**src/rtl/canonical_kmer_extractor_unit_assert.svh**
```systemverilog
// assertion macros shared by the canonical k-mer extractor rtl
`ifndef CANONICAL_KMER_EXTRACTOR_UNIT_ASSERT_SVH
`define CANONICAL_KMER_EXTRACTOR_UNIT_ASSERT_SVH

// same-cycle implication, clocked on clk, off while rst_n is low
`define CKE_ASSERT_NOW(label, ante, cons) \
  label: assert property (@(posedge clk) disable iff (!rst_n) (ante) |-> (cons)) \
    else $error("canonical kmer extractor check failed");

// next-cycle implication, clocked on clk, off while rst_n is low
`define CKE_ASSERT_NEXT(label, ante, cons) \
  label: assert property (@(posedge clk) disable iff (!rst_n) (ante) |=> (cons)) \
    else $error("canonical kmer extractor check failed");

`endif

```
**src/rtl/cke_pkg.sv**
```systemverilog
// shared types, constants and the base translation table of the k-mer extractor
`default_nettype none

package cke_pkg;

  localparam int unsigned WordW   = 64;
  localparam int unsigned PosW    = 32;
  localparam int unsigned KLenW   = 5;
  localparam int unsigned SeenW   = 5;
  localparam int unsigned CharW   = 8;
  localparam int unsigned CfgAddrW = 2;
  localparam int unsigned CfgDataW = 32;

  // saturation point of the fill count and reset k-mer length
  localparam logic [SeenW-1:0] SeenMax  = 5'd31;
  localparam logic [KLenW-1:0] KLenRst  = 5'd31;
  localparam logic [KLenW-1:0] KLenMin  = 5'd1;

  // register map
  typedef enum logic [CfgAddrW-1:0] {
    REG_KMER_LENGTH = 2'd0
  } reg_addr_t;

  typedef logic [1:0] base_t;

  // selected word and its orientation
  typedef struct packed {
    logic [WordW-1:0] mer;
    logic             is_reverse;
  } sel_result_t;

  // dna character to 2-bit code, unknown bytes give a
  function automatic base_t base_code(input logic [CharW-1:0] ch);
    base_t code;
    unique case (ch)
      8'h63, 8'h43, 8'h62, 8'h42, 8'h79, 8'h59: code = 2'd1; // c b y
      8'h67, 8'h47, 8'h73, 8'h53, 8'h6b, 8'h4b: code = 2'd2; // g s k
      8'h74, 8'h54:                             code = 2'd3; // t
      default:                                  code = 2'd0;
    endcase
    return code;
  endfunction

endpackage

`default_nettype wire

```
**src/rtl/cke_select.sv**
```systemverilog
// left-aligns the forward word, masks the reverse word and picks the smaller
`default_nettype none

module cke_select (
  input  wire logic [cke_pkg::WordW-1:0] fwd_word,
  input  wire logic [cke_pkg::WordW-1:0] rev_word,
  input  wire logic [cke_pkg::KLenW-1:0] kmer_len,  // already forced to 1..31
  output cke_pkg::sel_result_t           result
);

  logic [6:0]                  dead_wide;
  logic [5:0]                  dead;
  logic [cke_pkg::WordW-1:0]   mask;
  logic [cke_pkg::WordW-1:0]   fwd_aligned;
  logic [cke_pkg::WordW-1:0]   rev_flagged;

  // unused low bits below the k-mer, 2..62
  assign dead_wide = 7'd64 - {1'b0, kmer_len, 1'b0};
  assign dead      = dead_wide[5:0];

  // align and mask both words
  assign mask        = {cke_pkg::WordW{1'b1}} << dead;
  assign fwd_aligned = fwd_word << dead;
  assign rev_flagged = (rev_word & mask) | {{(cke_pkg::WordW-1){1'b0}}, 1'b1};

  // forward wins only when strictly smaller
  always_comb begin
    if (fwd_aligned < rev_flagged) begin
      result.mer        = fwd_aligned;
      result.is_reverse = 1'b0;
    end else begin
      result.mer        = rev_flagged;
      result.is_reverse = 1'b1;
    end
  end

endmodule

`default_nettype wire

```
**src/rtl/canonical_kmer_extractor_unit.sv**
```systemverilog
// Canonical k-mer extractor: takes one sequence character per word, keeps the
// rolling forward and reverse-complement words, and once kmer_length bases of
// the current sequence are in, returns the smaller word with its start
// position. Throughput is one character per clock unless the output stalls.
// An accepted character passes through the register stages: the first holds the
// updated rolling words, fill count and position, the second holds the
// aligned, compared result; the align shift and 64-bit compare between them
// set the clock. Characters that do not complete a k-mer produce no result.
// kmer_length sits at byte address 0 of the configuration port; 0 is treated
// as 1. The user must write it only while idle; the block does not enforce this.
`default_nettype none

module canonical_kmer_extractor_unit (
  input  wire logic        clk,
  input  wire logic        rst_n,

  // configuration port
  input  wire logic        cfg_psel,
  input  wire logic        cfg_penable,
  input  wire logic        cfg_pwrite,
  input  wire logic [1:0]  cfg_paddr,
  input  wire logic [31:0] cfg_pwdata,
  output logic      [31:0] cfg_prdata,
  output logic             cfg_pready,

  // input stream
  input  wire logic        in_tvalid,
  output logic             in_tready,
  input  wire logic [7:0]  in_tdata,   // [7:0] base_char
  input  wire logic [0:0]  in_tuser,   // [0] new_sequence

  // result stream
  output logic             out_tvalid,
  input  wire logic        out_tready,
  output logic [95:0]      out_tdata,  // [63:0] canonical_mer, [95:64] mer_position
  output logic [0:0]       out_tuser   // [0] is_reverse
);

  logic [cke_pkg::KLenW-1:0] kmer_len_r;
  logic                      cfg_wr;

  logic [cke_pkg::WordW-1:0] fwd_r, rev_r;
  logic [cke_pkg::WordW-1:0] fwd_base, rev_base, fwd_nxt, rev_nxt;
  logic [cke_pkg::SeenW-1:0] seen_r, seen_base, seen_nxt;
  logic [cke_pkg::PosW-1:0]  pos_r, pos_base, pos_nxt;
  logic [cke_pkg::KLenW-1:0] k_eff;
  cke_pkg::base_t            code;
  logic                      emit;

  logic                      s1_valid_r, s1_emit_r;
  logic [cke_pkg::PosW-1:0]  s1_pos_r;
  logic [cke_pkg::KLenW-1:0] s1_k_r;

  logic                      out_valid_r, out_rev_r;
  logic [cke_pkg::WordW-1:0] out_mer_r;
  logic [cke_pkg::PosW-1:0]  out_pos_r;

  logic                      adv_out, in_acc, load_out;
  cke_pkg::sel_result_t      sel;

  // configuration register
  assign cfg_pready = 1'b1;
  assign cfg_wr = cfg_psel && cfg_penable && cfg_pwrite
                  && (cfg_paddr == cke_pkg::REG_KMER_LENGTH);

  always_ff @(posedge clk) begin
    if (!rst_n) begin
      kmer_len_r <= cke_pkg::KLenRst;
    end else if (cfg_wr) begin
      kmer_len_r <= cfg_pwdata[cke_pkg::KLenW-1:0];
    end
  end

  always_comb begin
    cfg_prdata = '0;
    if (cfg_paddr == cke_pkg::REG_KMER_LENGTH) begin
      cfg_prdata = {{(cke_pkg::CfgDataW-cke_pkg::KLenW){1'b0}}, kmer_len_r};
    end
  end

  // handshake: stage one frees up whenever the output register can move
  assign adv_out   = !out_valid_r || out_tready;
  assign in_tready = !s1_valid_r || adv_out;
  assign in_acc    = in_tvalid && in_tready;
  assign load_out  = adv_out && s1_valid_r && s1_emit_r;

  // rolling update for the incoming character
  always_comb begin
    code      = cke_pkg::base_code(in_tdata);
    k_eff     = (kmer_len_r == '0) ? cke_pkg::KLenMin : kmer_len_r;
    fwd_base  = in_tuser[0] ? '0 : fwd_r;
    rev_base  = in_tuser[0] ? '0 : rev_r;
    seen_base = in_tuser[0] ? '0 : seen_r;
    pos_base  = in_tuser[0] ? '0 : pos_r;
    fwd_nxt   = {fwd_base[cke_pkg::WordW-3:0], code};
    rev_nxt   = {~code, rev_base[cke_pkg::WordW-1:2]};
    seen_nxt  = (seen_base == cke_pkg::SeenMax) ? seen_base : seen_base + 1'b1;
    emit      = (seen_nxt >= k_eff);
    pos_nxt   = emit ? pos_base + 1'b1 : pos_base;
  end

  // stage one: rolling state plus the word heading for compare
  always_ff @(posedge clk) begin
    if (!rst_n) begin
      fwd_r      <= '0;
      rev_r      <= '0;
      seen_r     <= '0;
      pos_r      <= '0;
      s1_valid_r <= 1'b0;
      s1_emit_r  <= 1'b0;
    end else begin
      if (in_acc) begin
        fwd_r      <= fwd_nxt;
        rev_r      <= rev_nxt;
        seen_r     <= seen_nxt;
        pos_r      <= pos_nxt;
        s1_valid_r <= 1'b1;
        s1_emit_r  <= emit;
      end else if (adv_out) begin
        s1_valid_r <= 1'b0;
      end
    end
  end

  always_ff @(posedge clk) begin
    if (in_acc) begin
      s1_pos_r <= pos_base;
      s1_k_r   <= k_eff;
    end
  end

  cke_select u_select (
    .fwd_word (fwd_r),
    .rev_word (rev_r),
    .kmer_len (s1_k_r),
    .result   (sel)
  );

  // output register
  always_ff @(posedge clk) begin
    if (!rst_n) begin
      out_valid_r <= 1'b0;
    end else if (adv_out) begin
      out_valid_r <= s1_valid_r && s1_emit_r;
    end
  end

  always_ff @(posedge clk) begin
    if (load_out) begin
      out_mer_r <= sel.mer;
      out_rev_r <= sel.is_reverse;
      out_pos_r <= s1_pos_r;
    end
  end

  assign out_tvalid   = out_valid_r;
  assign out_tdata    = {out_pos_r, out_mer_r};
  assign out_tuser[0] = out_rev_r;

  `include "canonical_kmer_extractor_unit_assert.svh"

  // orientation flag in the word agrees with the reported orientation
  `CKE_ASSERT_NOW(a_flag_matches, out_tvalid, out_tdata[0] == out_tuser[0])
  // a new sequence restarts the fill count at one base
  `CKE_ASSERT_NEXT(a_new_seq_fill, in_acc && in_tuser[0], seen_r == 5'd1)
  // fill count steps by one until it saturates
  `CKE_ASSERT_NEXT(a_fill_step, in_acc && !in_tuser[0] && (seen_r != cke_pkg::SeenMax),
                   seen_r == $past(seen_r) + 5'd1)
  // an emitting word in stage one reaches the output when it may move
  `CKE_ASSERT_NEXT(a_emit_reaches_out, s1_valid_r && s1_emit_r && adv_out, out_tvalid)
  // a non-emitting word never produces output
  `CKE_ASSERT_NEXT(a_no_emit_no_out, adv_out && !(s1_valid_r && s1_emit_r), !out_tvalid)

endmodule

`default_nettype wire

```
**config.mk**
```make
export PLATFORM = sky130hd
export DESIGN_NAME = canonical_kmer_extractor_unit
export DESIGN_NICKNAME = d
export VERILOG_FILES = /design/src/rtl/cke_pkg.sv /design/src/rtl/cke_select.sv /design/src/rtl/canonical_kmer_extractor_unit.sv
export VERILOG_INCLUDE_DIRS = /design/src /design/src/rtl
export SDC_FILE = /design/constraint.sdc
export NUM_CORES = 1
export LEC_CHECK = 0
export ABC_AREA = 1
export BUFFER_PORTS_ARGS = -buffer_cell sky130_fd_sc_hd__buf_2
export CORE_MARGIN = 2
export CORE_UTILIZATION = 35
export DETAILED_ROUTE_END_ITERATION = 10
export PLACE_DENSITY = 0.52
export SLEW_MARGIN = 20
export SYNTH_ARGS = -nofsm -noshare
export SYNTH_HDL_FRONTEND = slang
export SYNTH_SLANG_ARGS = --single-unit
export TNS_END_PERCENT = 50
```
**constraint.sdc**
```tcl
create_clock -name clk -period 12.55 [get_ports clk]
set_clock_uncertainty 0.15 [all_clocks]
set_input_delay 2.51 -clock clk [delete_from_list [all_inputs] [get_ports clk]]
set_output_delay 2.51 -clock clk [all_outputs]
set_load 0.005 [all_outputs]
```
Word level (Yosys, flattened, before mapping)
Cells that the tools add are included.
{ "totals": {"out_inout_bits": 132, "reg_bits": 307, "wordCells": 67, "inputBits": 50} }
{ "classes": {"magnitude_cmp": 2, "muxes": 12, "reduce_logical": 17, "bitwise_logic": 2, "addsub": 3, "eq_ne": 15, "n_shift": 2} }
{ "op_table": {"columns": ["op", "n"], "rows": [
  ["$eq A8 B7 Y1 const B", 14],
  ["$mux W65", 1],
  ["$and A64 B64 Y64", 1],
  ["$lt A64 B64 Y1", 1],
  ["$mux W32", 2],
  ["$mux W64", 1],
  ["$shl A64 B6 Y64", 1],
  ["$shl A64 B6 Y64 const A", 1],
  ["$mux W62", 1],
  ["$add A32 B1 Y32 const B", 1],
  ["$mux W5", 4],
  ["$reduce_or A6 Y1", 2],
  ["$logic_and A1 B1 Y1", 7],
  ["$pmux W2 S3", 1],
  ["$sub A1 B6 Y6 const A", 1],
  ["$add A5 B1 Y5 const B", 1],
  ["$eq A5 B5 Y1 const B", 1],
  ["$ge A5 B5 Y1", 1],
  ["$logic_not A5 Y1", 1],
  ["$logic_not A1 Y1", 2],
  ["$logic_not A2 Y1", 1],
  ["$logic_or A1 B1 Y1", 2],
  ["$mux W1", 2],
  ["$not A2 Y2", 1],
  ["2 further kinds", 2]
]} }

Logic depth before layout (Yosys ltp)
Gate-level depths: netlist of the first run.
{ "depth": {"depth_word": 5, "mapped_depth": 30, "ltp_nobuf": 25} }

Cells and area by module
A second synthesis of the first run with hierarchy kept.
{ "hier_totals": {"hier_cells": 2478, "area_unflattened_um2": 18064.8} }
{ "by_module_without_submodules": {"columns": ["mod", "area_per_inst_um2", "n_inst", "cells_each"], "rows": [
  ["canonical_kmer_extractor_unit", 12025.3, 1, 1272],
  ["cke_select", 6039.5, 1, 1206]
]} }

Worst setup path after synthesis of the first run
No wires, ideal clock.
{ "synth_timing": {"kind": "input to register", "start": "input out_tready", "end": "register out_mer_r[0] (netlist bit) (enable)", "cell_stages": 2, "slack_ns": 5.187, "n_path_buf": 0, "setup_time_ns": 0.556, "t_arrival_ns": 6.657, "cell_sequence": "nor2_1 nor2_1"} }
{ "synth_between": {"elab_chain_len": 3} }
{ "synth_lines": {"columns": ["item", "line_no", "text"], "rows": [
  ["from (decl)", "canonical_kmer_extractor_unit.sv:34", "input wire logic out_tready,"],
  ["$logic_or A1 B1 Y1", "canonical_kmer_extractor_unit.sv:82", "assign adv_out = !out_valid_r || out_tready;"],
  ["$logic_and A1 B1 Y1 (2 in series)", "canonical_kmer_extractor_unit.sv:85", "assign load_out = adv_out && s1_valid_r && s1_emit_r;"],
  ["named net load_out", "canonical_kmer_extractor_unit.sv:58", "logic adv_out, in_acc, load_out;"],
  ["to (signal assigned)", "canonical_kmer_extractor_unit.sv:150", "out_mer_r <= sel.mer;"],
  ["to (decl)", "canonical_kmer_extractor_unit.sv:55", "logic [cke_pkg::WordW-1:0] out_mer_r;"]
]} }
The timed path passes the listed nets, and every way through them passes these cells.
A chain may end at the register's enable or synchronous reset.

Final worst setup path of the first run
{ "layout_timing": {"start": "register s1_k_r[0] (netlist bit)", "end": "register out_mer_r[0] (netlist bit) (data pin)"} }
{ "layout_between": {"elab_chain_len": 4, "word_cells_on_any_way": 5, "classes_between": "add/sub: 1; order compare: 1; shift: 2; bitwise: 1"} }
{ "layout_lines": {"columns": ["item", "line_no", "text"], "rows": [
  ["from (decl)", "canonical_kmer_extractor_unit.sv:52", "logic [cke_pkg::KLenW-1:0] s1_k_r;"],
  ["from (signal assigned)", "canonical_kmer_extractor_unit.sv:128", "s1_k_r <= k_eff;"],
  ["$sub A1 B6 Y6 (*)", "cke_select.sv:18", "assign dead_wide = 7'd64 - {1'b0, kmer_len, 1'b0};"],
  ["$shl A64 B6 Y64", "cke_select.sv:22", "assign mask = {cke_pkg::WordW{1'b1}} << dead;"],
  ["$and A64 B64 Y64", "cke_select.sv:24", "assign rev_flagged = (rev_word & mask) | {{(cke_pkg::WordW-1){1'b0}}, 1'b1};"],
  ["$lt A64 B64 Y1", "cke_select.sv:28", "if (fwd_aligned < rev_flagged) begin"]
]} }
Every way passes the cells marked *; elsewhere a longest branch is shown, timed or not.

==> results of run 1 <==
==> cell usage after synthesis (2+ instances only) <==
library cell	instances
nand2_2	3
conb_1	2
nand4_1	23
a21oi_1	200
inv_2	7
buf_1	20
clkinv_1	2
o211ai_1	18
and2_1	2
nor2_2	7
xor2_1	11
o311ai_0	2
or2_2	3
nor3_1	22
nor3b_1	4
nor2_4	6
ha_1	73
o21ai_0	142
mux2i_1	10
buf_6	13
o21ai_1	29
nor2_1	140
o22ai_1	4
a211oi_1	20
o221ai_1	11
clkbuf_1	71
edfxtp_1	134
a22oi_1	2
o221a_2	3
a221oi_2	3
inv_1	205
buf_4	34
nand3_1	258
a31oi_1	8
buf_2	43
o21a_1	6
nand2_1	666
dfxtp_1	172
nor3_2	3
nor4_1	5
==> cells by family (layout without fill, tap and decap cells) <==
| family | after synthesis | after routing | synth area share [%] |
|---|---|---|---|
| muxes | 10 | 10 | 0.5602 |
| and+or+nand+nor | 1151 | 1151 | 27.58 |
| buffers and inverters | 398 | 429 | 10.01 |
| DFF | 306 | 306 | 41.79 |
| adders and majority gates | 73 | 73 | 5.112 |
| xor gates and xnor gates | 12 | 12 | 0.5882 |
| AOI/OAI and AO/OA | 458 | 458 | 14.32 |
| other | 2 | 28 | 0.04203 |
==> power by group through the flow <==
| stage | combinational [mW] | sequential (mW) | clock (mW) |
|---|---|---|---|
| after floorplan | 0.166 | 1.07 | 0 |
| after global placement | 0.219 | 1.08 | 0 |
| after global routing | 0.248 | 1.06 | 1.14 |
| final | 0.222 | 1.05 | 1.07 |
| after CTS | 0.221 | 1.05 | 1.10 |
| after detailed placement | 0.221 | 1.08 | 0 |
==> stage by stage <==
| step | hold WS [ns] | std cells | worst slack (ns) | instance area (um^2) | total power [mW] |
|---|---|---|---|---|---|
| after detailed placement | 0.2559 | 3072 | 5.637 | 18650 | 1.297 |
| after CTS | 0.2691 | 3139 | 5.612 | 19850 | 2.379 |
| after global routing | 0.2683 | 3139 | 5.001 | 19850 | 2.439 |
| after floorplan | 0.2503 | 2436 | 5.187 | 17970 | 1.239 |
| after global placement | 0.2545 | 3072 | 5.689 | 18650 | 1.294 |
| final | 0.2696 | 3139 | 5.563 | 19850 | 2.349 |
==> sequential cells by signal (all words and copies together), names as in the netlist <==
register	cells
rev_r	63
pos_r	32
s1_valid_r	1
s1_k_r	5
out_pos_r	32
kmer_len_r	5
out_mer_r	64
out_tvalid	1
out_tuser	1
s1_emit_r	1
seen_r	5
s1_pos_r	32
fwd_r	64
==> worst min-delay path by stage <==
stage | startpoint | end | slack [ns] | cells after the start
final | s1_pos_r[8] | out_pos_r[8] | 0.27 | 0
after detailed placement | s1_pos_r[1] | out_pos_r[1] | 0.26 | 0
after global placement | s1_pos_r[27] | out_pos_r[27] | 0.25 | 0
after global routing | s1_pos_r[29] | out_pos_r[29] | 0.27 | 0
after floorplan | s1_pos_r[0] | out_pos_r[0] | 0.25 | 0
after CTS | s1_pos_r[29] | out_pos_r[29] | 0.27 | 0
==> critical path, cell delays in order, from the launching register on <==
cell	delay, ns
edfxtp_1	0.32
buf_4	0.58
inv_4	0.40
ha_1	0.37
nand3_1	0.09
nand2_1	0.05
nand2_1	0.06
buf_4	0.42
inv_2	0.24
buf_4	0.30
nor2_2	0.11
buf_4	0.41
inv_1	0.45
o21ai_1	0.57
ha_1	0.34
nand2_1	0.08
nor2_1	0.04
a211oi_1	0.21
o221ai_1	0.15
nand2_1	0.09
nand2_1	0.09
a21oi_4	0.18
buf_4	0.64
nand3_1	0.26
==> area by class of cell <==
type	instances	area share, %
tap	672	4.235
multi-input combinational	1732	44.01
timing repair buffer	146	3.946
inverter	216	4.141
clock buffer	47	5.061
clock inverter	20	0.9958
sequential	306	37.62
==> metal layers <==
metal | part of all wire, % | wire length [um] | GRT usage [%] | vias to the layer above
li1 | - | - | - | 8107
met1 | 44 | 23540 | 25.57 | 7615
met2 | 47 | 25500 | 33.95 | 436
met3 | 5.8 | 3157 | 3.844 | 87
met4 | 3.4 | 1830 | 7.661 | 0
met5 | 0 | 0 | 0 | -
==> flow_summary.yaml, run 1 <==
floorplan:
  die_area_um2: 52880
  num_rows: 82
  start_util_pct: 35.54
  coreArea_um2: 50270
  fp.dieH_um: 230.0
  ios: 182
  die_x_um: 230.0
timing:
  min_period_ns: 6.987
  final.setup.tns_ns: 0
  period_share_pct: 55.67
  worstMarginPinSlew_ns: 1.138
  slew_violations: 0
  final_hold_viol_count: 0
  fmaxAchievable_ghz: 0.1431
  setup_viol: 0
  rsz0062_at_grt: "false"
  slew-limit-headroom_pct: 23.32
placement:
  place_congestion: 0.9013
  io_buffers: 125
  dp_hpwl_um: 37470
clocking:
  clock_latency_ns: 0.56
  post-cts-setup-buffers: 0
  clock_sinks: 306
  path_clk_slew_ns: 0.06
  clock_tree.buffer_depth: 3
  h-tree-depth: 2
  numCtsBuffers: 37
  cts_tree: "yes"
  post_cts_resized: 0
  ctsHoldBuffers: 0
  cts-root-buf: "clkbuf_16"
global_routing:
  track_usage_pct: 20.17
  antenna_found_initial: 0
  grt_max_degree: 94
  grt_pass1_wl_um: 84980
  grt_overflow: 0
  grt_pass1_vias: 15460
cells_and_area:
  drive_above_1_share_pct: 10.13
  final_core_util_pct: 39.49
  antenna-diode-count: 0
  multi_input_area_um2: 8736
  area_growth_pct: 11.10
  fin_nets: 2562
  fillers: 5320
  ff_latch_area_um2: 7467
  layout_common_cells: "nand2_1 (665), nand3_1 (258), inv_1 (204), a21oi_1 (200), dfxtp_1 (172)"
  layout_commonest_cell: "nand2_1"
detailed_routing:
  dr.first_iter.drc_count: 1356
  routed_wl_um: 54030
  num_vias: 16250
  avgViaCountPerCell: 5.175
  drc: 0
  wl_per_cell_um: 17.21
  drt_pass1_iterations: 6
  drt.antenna.violating_nets: 0
pwr:
  netSwitchingFraction_pct: 26.16
  ir_drop_mv: 0.1162
  switchingPower_mw: 0.6147
  power_leakage_nw: 8.236
  p_per_area_nw_per_um2: 118.4
  combPwrFrac_pct: 9.4
  seq_power_share_pct: 44.9
  p_int_mw: 1.735
  pwr-share-clk_pct: 45.7
synth:
  ys_types: 63
  async_flop_share_pct: 0
  ys_dominant_reg_cell: "dfxtp_1"
  ys_seq_elements: 306
  yosysSeqAreaShare_pct: 41.79
  synth_area_um2: 17870
  yosysWarnings: 0
  synthCells: 2410
  synth_area_leaders: "edfxtp_1 (23%), dfxtp_1 (19%), nand2_1 (14%)"
  synth_area_leader_cell: "edfxtp_1"
  synth_edf_count: 134
  syn_avg_cell_area_um2: 7.414
  yosysTopAreaCellShare_pct: 22.52
worst_setup_path:
  crit_fanout: 80
  end_kind: "register"
  regToRegSetupSlack_ns: 5.56
  reg2reg_from: "s1_k_r[0]"
  crit_type: "reg -> reg"
  arrival_ns: 7.06
  crit_path_start: "s1_k_r[0]"
  r2r_end: "out_mer_r[0]"
  worst_setup_path_start_kind: "register"
  critPathRequiredTime_ns: 12.62
  r2r_cells: 23
  critical_path.endpoint: "out_mer_r[0]"
hold_path:
  hold_path.class: "reg -> reg"
run:
  max_cap_violations: 0
run_status:
  outcome: "finished clean"
(Power assumes the default switching activity.)
==> run 2, diff against run 1 <==
--- a/config.mk
+++ b/config.mk
@@ -6,12 +6,12 @@
 export SDC_FILE = /design/constraint.sdc
 export NUM_CORES = 1
 export LEC_CHECK = 0
-export ABC_AREA = 1
+export ABC_AREA = 0
 export BUFFER_PORTS_ARGS = -buffer_cell sky130_fd_sc_hd__buf_2
 export CORE_MARGIN = 2
 export CORE_UTILIZATION = 35
 export DETAILED_ROUTE_END_ITERATION = 10
-export PLACE_DENSITY = 0.52
+export PLACE_DENSITY = 0.54
 export SLEW_MARGIN = 20
 export SYNTH_ARGS = -nofsm -noshare
 export SYNTH_HDL_FRONTEND = slang
==> constraint.sdc (replaced) <==
create_clock -name clk -period 5.8 [get_ports clk]
set_clock_uncertainty 0.15 [all_clocks]
set_input_delay 1.16 -clock clk [delete_from_list [all_inputs] [get_ports clk]]
set_output_delay 1.16 -clock clk [all_outputs]
set_load 0.005 [all_outputs]
==> flow_summary.yaml, run 2 <==
global_routing:
  antenna_found_initial: 0
  track_usage_pct: 19.80
  grt_pass1_wl_um: 83660
  grt_overflow: 0
  grt_pass1_vias: 14490
  grt_max_degree: 114
synth:
  synth_commonest_cells: "nand2_1 (341), dfxtp_1 (172), edfxtp_1 (134)"
  synth_area_leaders: "edfxtp_1 (22%), dfxtp_1 (19%), nand2_1 (7.1%)"
  synth_area_um2: 18140
  synth_edf_count: 134
  yosysTopAreaCellShare_pct: 22.18
  synth_area_leader_cell: "edfxtp_1"
  syn_avg_cell_area_um2: 9.173
  async_flop_share_pct: 0
  ys_types: 74
  synth.most_common_cell: "nand2_1"
  synthCells: 1978
  ys_seq_elements: 306
  ys_dominant_reg_cell: "dfxtp_1"
  yosysWarnings: 0
  yosysSeqAreaShare_pct: 41.16
worst_setup_path:
  critical-path-slowest-cell: "mux4_2"
  arrival_ns: 5.78
  crit_fanout: 20
  crit_chain: "inv_1, ha_4, buf_4, mux2_2, o21ai_0, buf_4, o21ai_0, mux4_2, ha_1, and4_1, nand4_1, nor4_2, buf_4, nand4_1, or4_1, o21ai_2, or2_4, buf_12, mux2i_2"
  critPathRequiredTime_ns: 6.01
  cp_slowest_stage_delay_ns: 0.57
  worst_setup_path_start_kind: "register"
  end_kind: "register"
  crit_type: "reg -> reg"
  cpMostUsedCell: "buf_4"
clocking:
  path_clk_slew_ns: 0.06
  cts_tree: "yes"
  clock_sinks: 306
  h-tree-depth: 2
  cts-root-buf: "clkbuf_16"
  numCtsBuffers: 36
  clock_tree.buffer_depth: 3
  ctsHoldBuffers: 0
  clock_latency_ns: 0.55
floorplan:
  die_x_um: 231.7
  ios: 182
  num_rows: 83
  die_area_um2: 53680
  start_util_pct: 35.37
  fp.dieH_um: 231.7
  coreArea_um2: 51300
placement:
  pre_cts_slack_ns: -0.09859
  dp_hpwl_um: 38620
  place_congestion: 0.9596
  io_buffers: 125
run:
  max_cap_violations: 0
cells_and_area:
  layout_commonest_cell: "nand2_1"
  antenna-diode-count: 0
  fin_nets: 2256
  layout_common_cells: "nand2_1 (340), dfxtp_1 (172), edfxtp_1 (134), buf_4 (130), a21boi_0 (129)"
  area_growth_pct: 17.96
  reg.largest.list: "fwd_r (64), out_mer_r (64), rev_r (63)"
  drive_above_1_share_pct: 18.52
timing:
  slew_violations: 0
  fmaxAchievable_ghz: 0.1793
  min_period_ns: 5.578
  setup_viol: 0
  setup_slack_ns: 0.2220
  final_hold_viol_count: 0
  worstMarginPinSlew_ns: 0.9406
  slew-limit-headroom_pct: 37.30
  period_share_pct: 96.17
  hold_ws_ns: 0.2675
pwr:
  ir_drop_mv: 0.1503
  power_leakage_nw: 8.339
  p_per_area_nw_per_um2: 230.6
detailed_routing:
  wl_per_cell_um: 18.90
  avgViaCountPerCell: 5.338
  drt_pass1_iterations: 5
  num_vias: 15160
  drt.antenna.violating_nets: 0
  dr.first_iter.drc_count: 1255
  drc: 0
  routed_wl_um: 53670
hold_path:
  hold_path.class: "reg -> reg"
run_status:
  outcome: "finished clean"
-- run 2: cell types whose count changed after synthesis, moves of 120 or more --
| cell | before | now |
|---|---|---|
| a21boi_0 | 0 | 129 |
| nand2_1 | 666 | 341 |
| nand3b_1 | 1 | 122 |
| a21oi_1 | 200 | 80 |
| nand3_1 | 258 | 41 |
| inv_1 | 205 | 62 |
-- run 2: stage by stage --
| stage | power (mW) | utilization, % | std cells | cell area [um^2] | TNS [ns] |
|---|---|---|---|---|---|
| floorplan | 2.575 | - | 2004 | 18240 | 0 |
| global placement | 2.672 | 39.05 | 2761 | 20040 | -0.4137 |
| detailed placement | 2.675 | 39.05 | 2761 | 20040 | -0.4659 |
| CTS | 4.993 | 41.47 | 2832 | 21270 | 0 |
| global route | 5.108 | 41.72 | 2840 | 21400 | -0.009654 |
| finish | 4.935 | 41.72 | 2840 | 21400 | 0 |
-- run 2: per-layer routing --
layer  GRT usage [%]  routed length (um)  up-vias
met3           2.781                2948       80
met4           6.030                1452        0
met5               0                   0        -
met2           30.65               23780      446
met1           28.50               25490     7299
li1                -                   -     7336
-- run 2: repair_timing --
action,in CTS,in global routing
endpoints found under the hold margin,0,0
resized for setup,4,10
gates cloned,1,0
endpoints found under the setup margin,40,65
setup buffers,5,8
pin swaps,2,2
-- run 2: final cells by class --
type | count | area (um^2)
Fill cell | 5068 | 29900
Multi-Input combinational cell | 1463 | 9858
Sequential cell | 306 | 7467
Timing Repair Buffer | 264 | 1803
Clock buffer | 46 | 973.4
Tap cell | 680 | 850.8
Inverter | 62 | 237.7
Clock inverter | 19 | 212.7
-- run 2: power by group --
part / total (mW) / internal, mW / switching, mW
registers: 2.28 / 2.27 / 0.00908
logic: 0.362 / 0.142 / 0.220
clock network: 2.29 / 1.37 / 0.923
total: 4.93 / 3.78 / 1.15
-- run 2: logic make-up after synthesis --
family	Yosys count	share of synthesized area [%]
flops	306	41.16
buf+inv	236	5.951
fa+ha+maj	73	5.034
xor+xnor	16	0.7724
compound gates	418	15.04
simple gates	776	21.30
other cells	2	0.04139
mux	151	10.71
-- run 2: worst max-delay path: cells and delay by family (launching register included) --
family	cells	cell delay (ns)
buffers and inverters	5	0.80
and+or+nand+nor	6	1.69
AOI/OAI and AO/OA	3	0.52
DFF	1	0.36
adders and majority gates	2	0.64
muxes	3	1.21
-- run 2: worst paths after layout --
path                    start            end  slack [ns]  cells past startpoint
hold reg to reg   s1_pos_r[1]   out_pos_r[1]        0.27                      0
hold / removal    s1_pos_r[1]   out_pos_r[1]        0.27                      0
setup / recovery    s1_k_r[1]  out_mer_r[60]        0.22                     19
setup reg to reg    s1_k_r[1]  out_mer_r[60]        0.22                     19
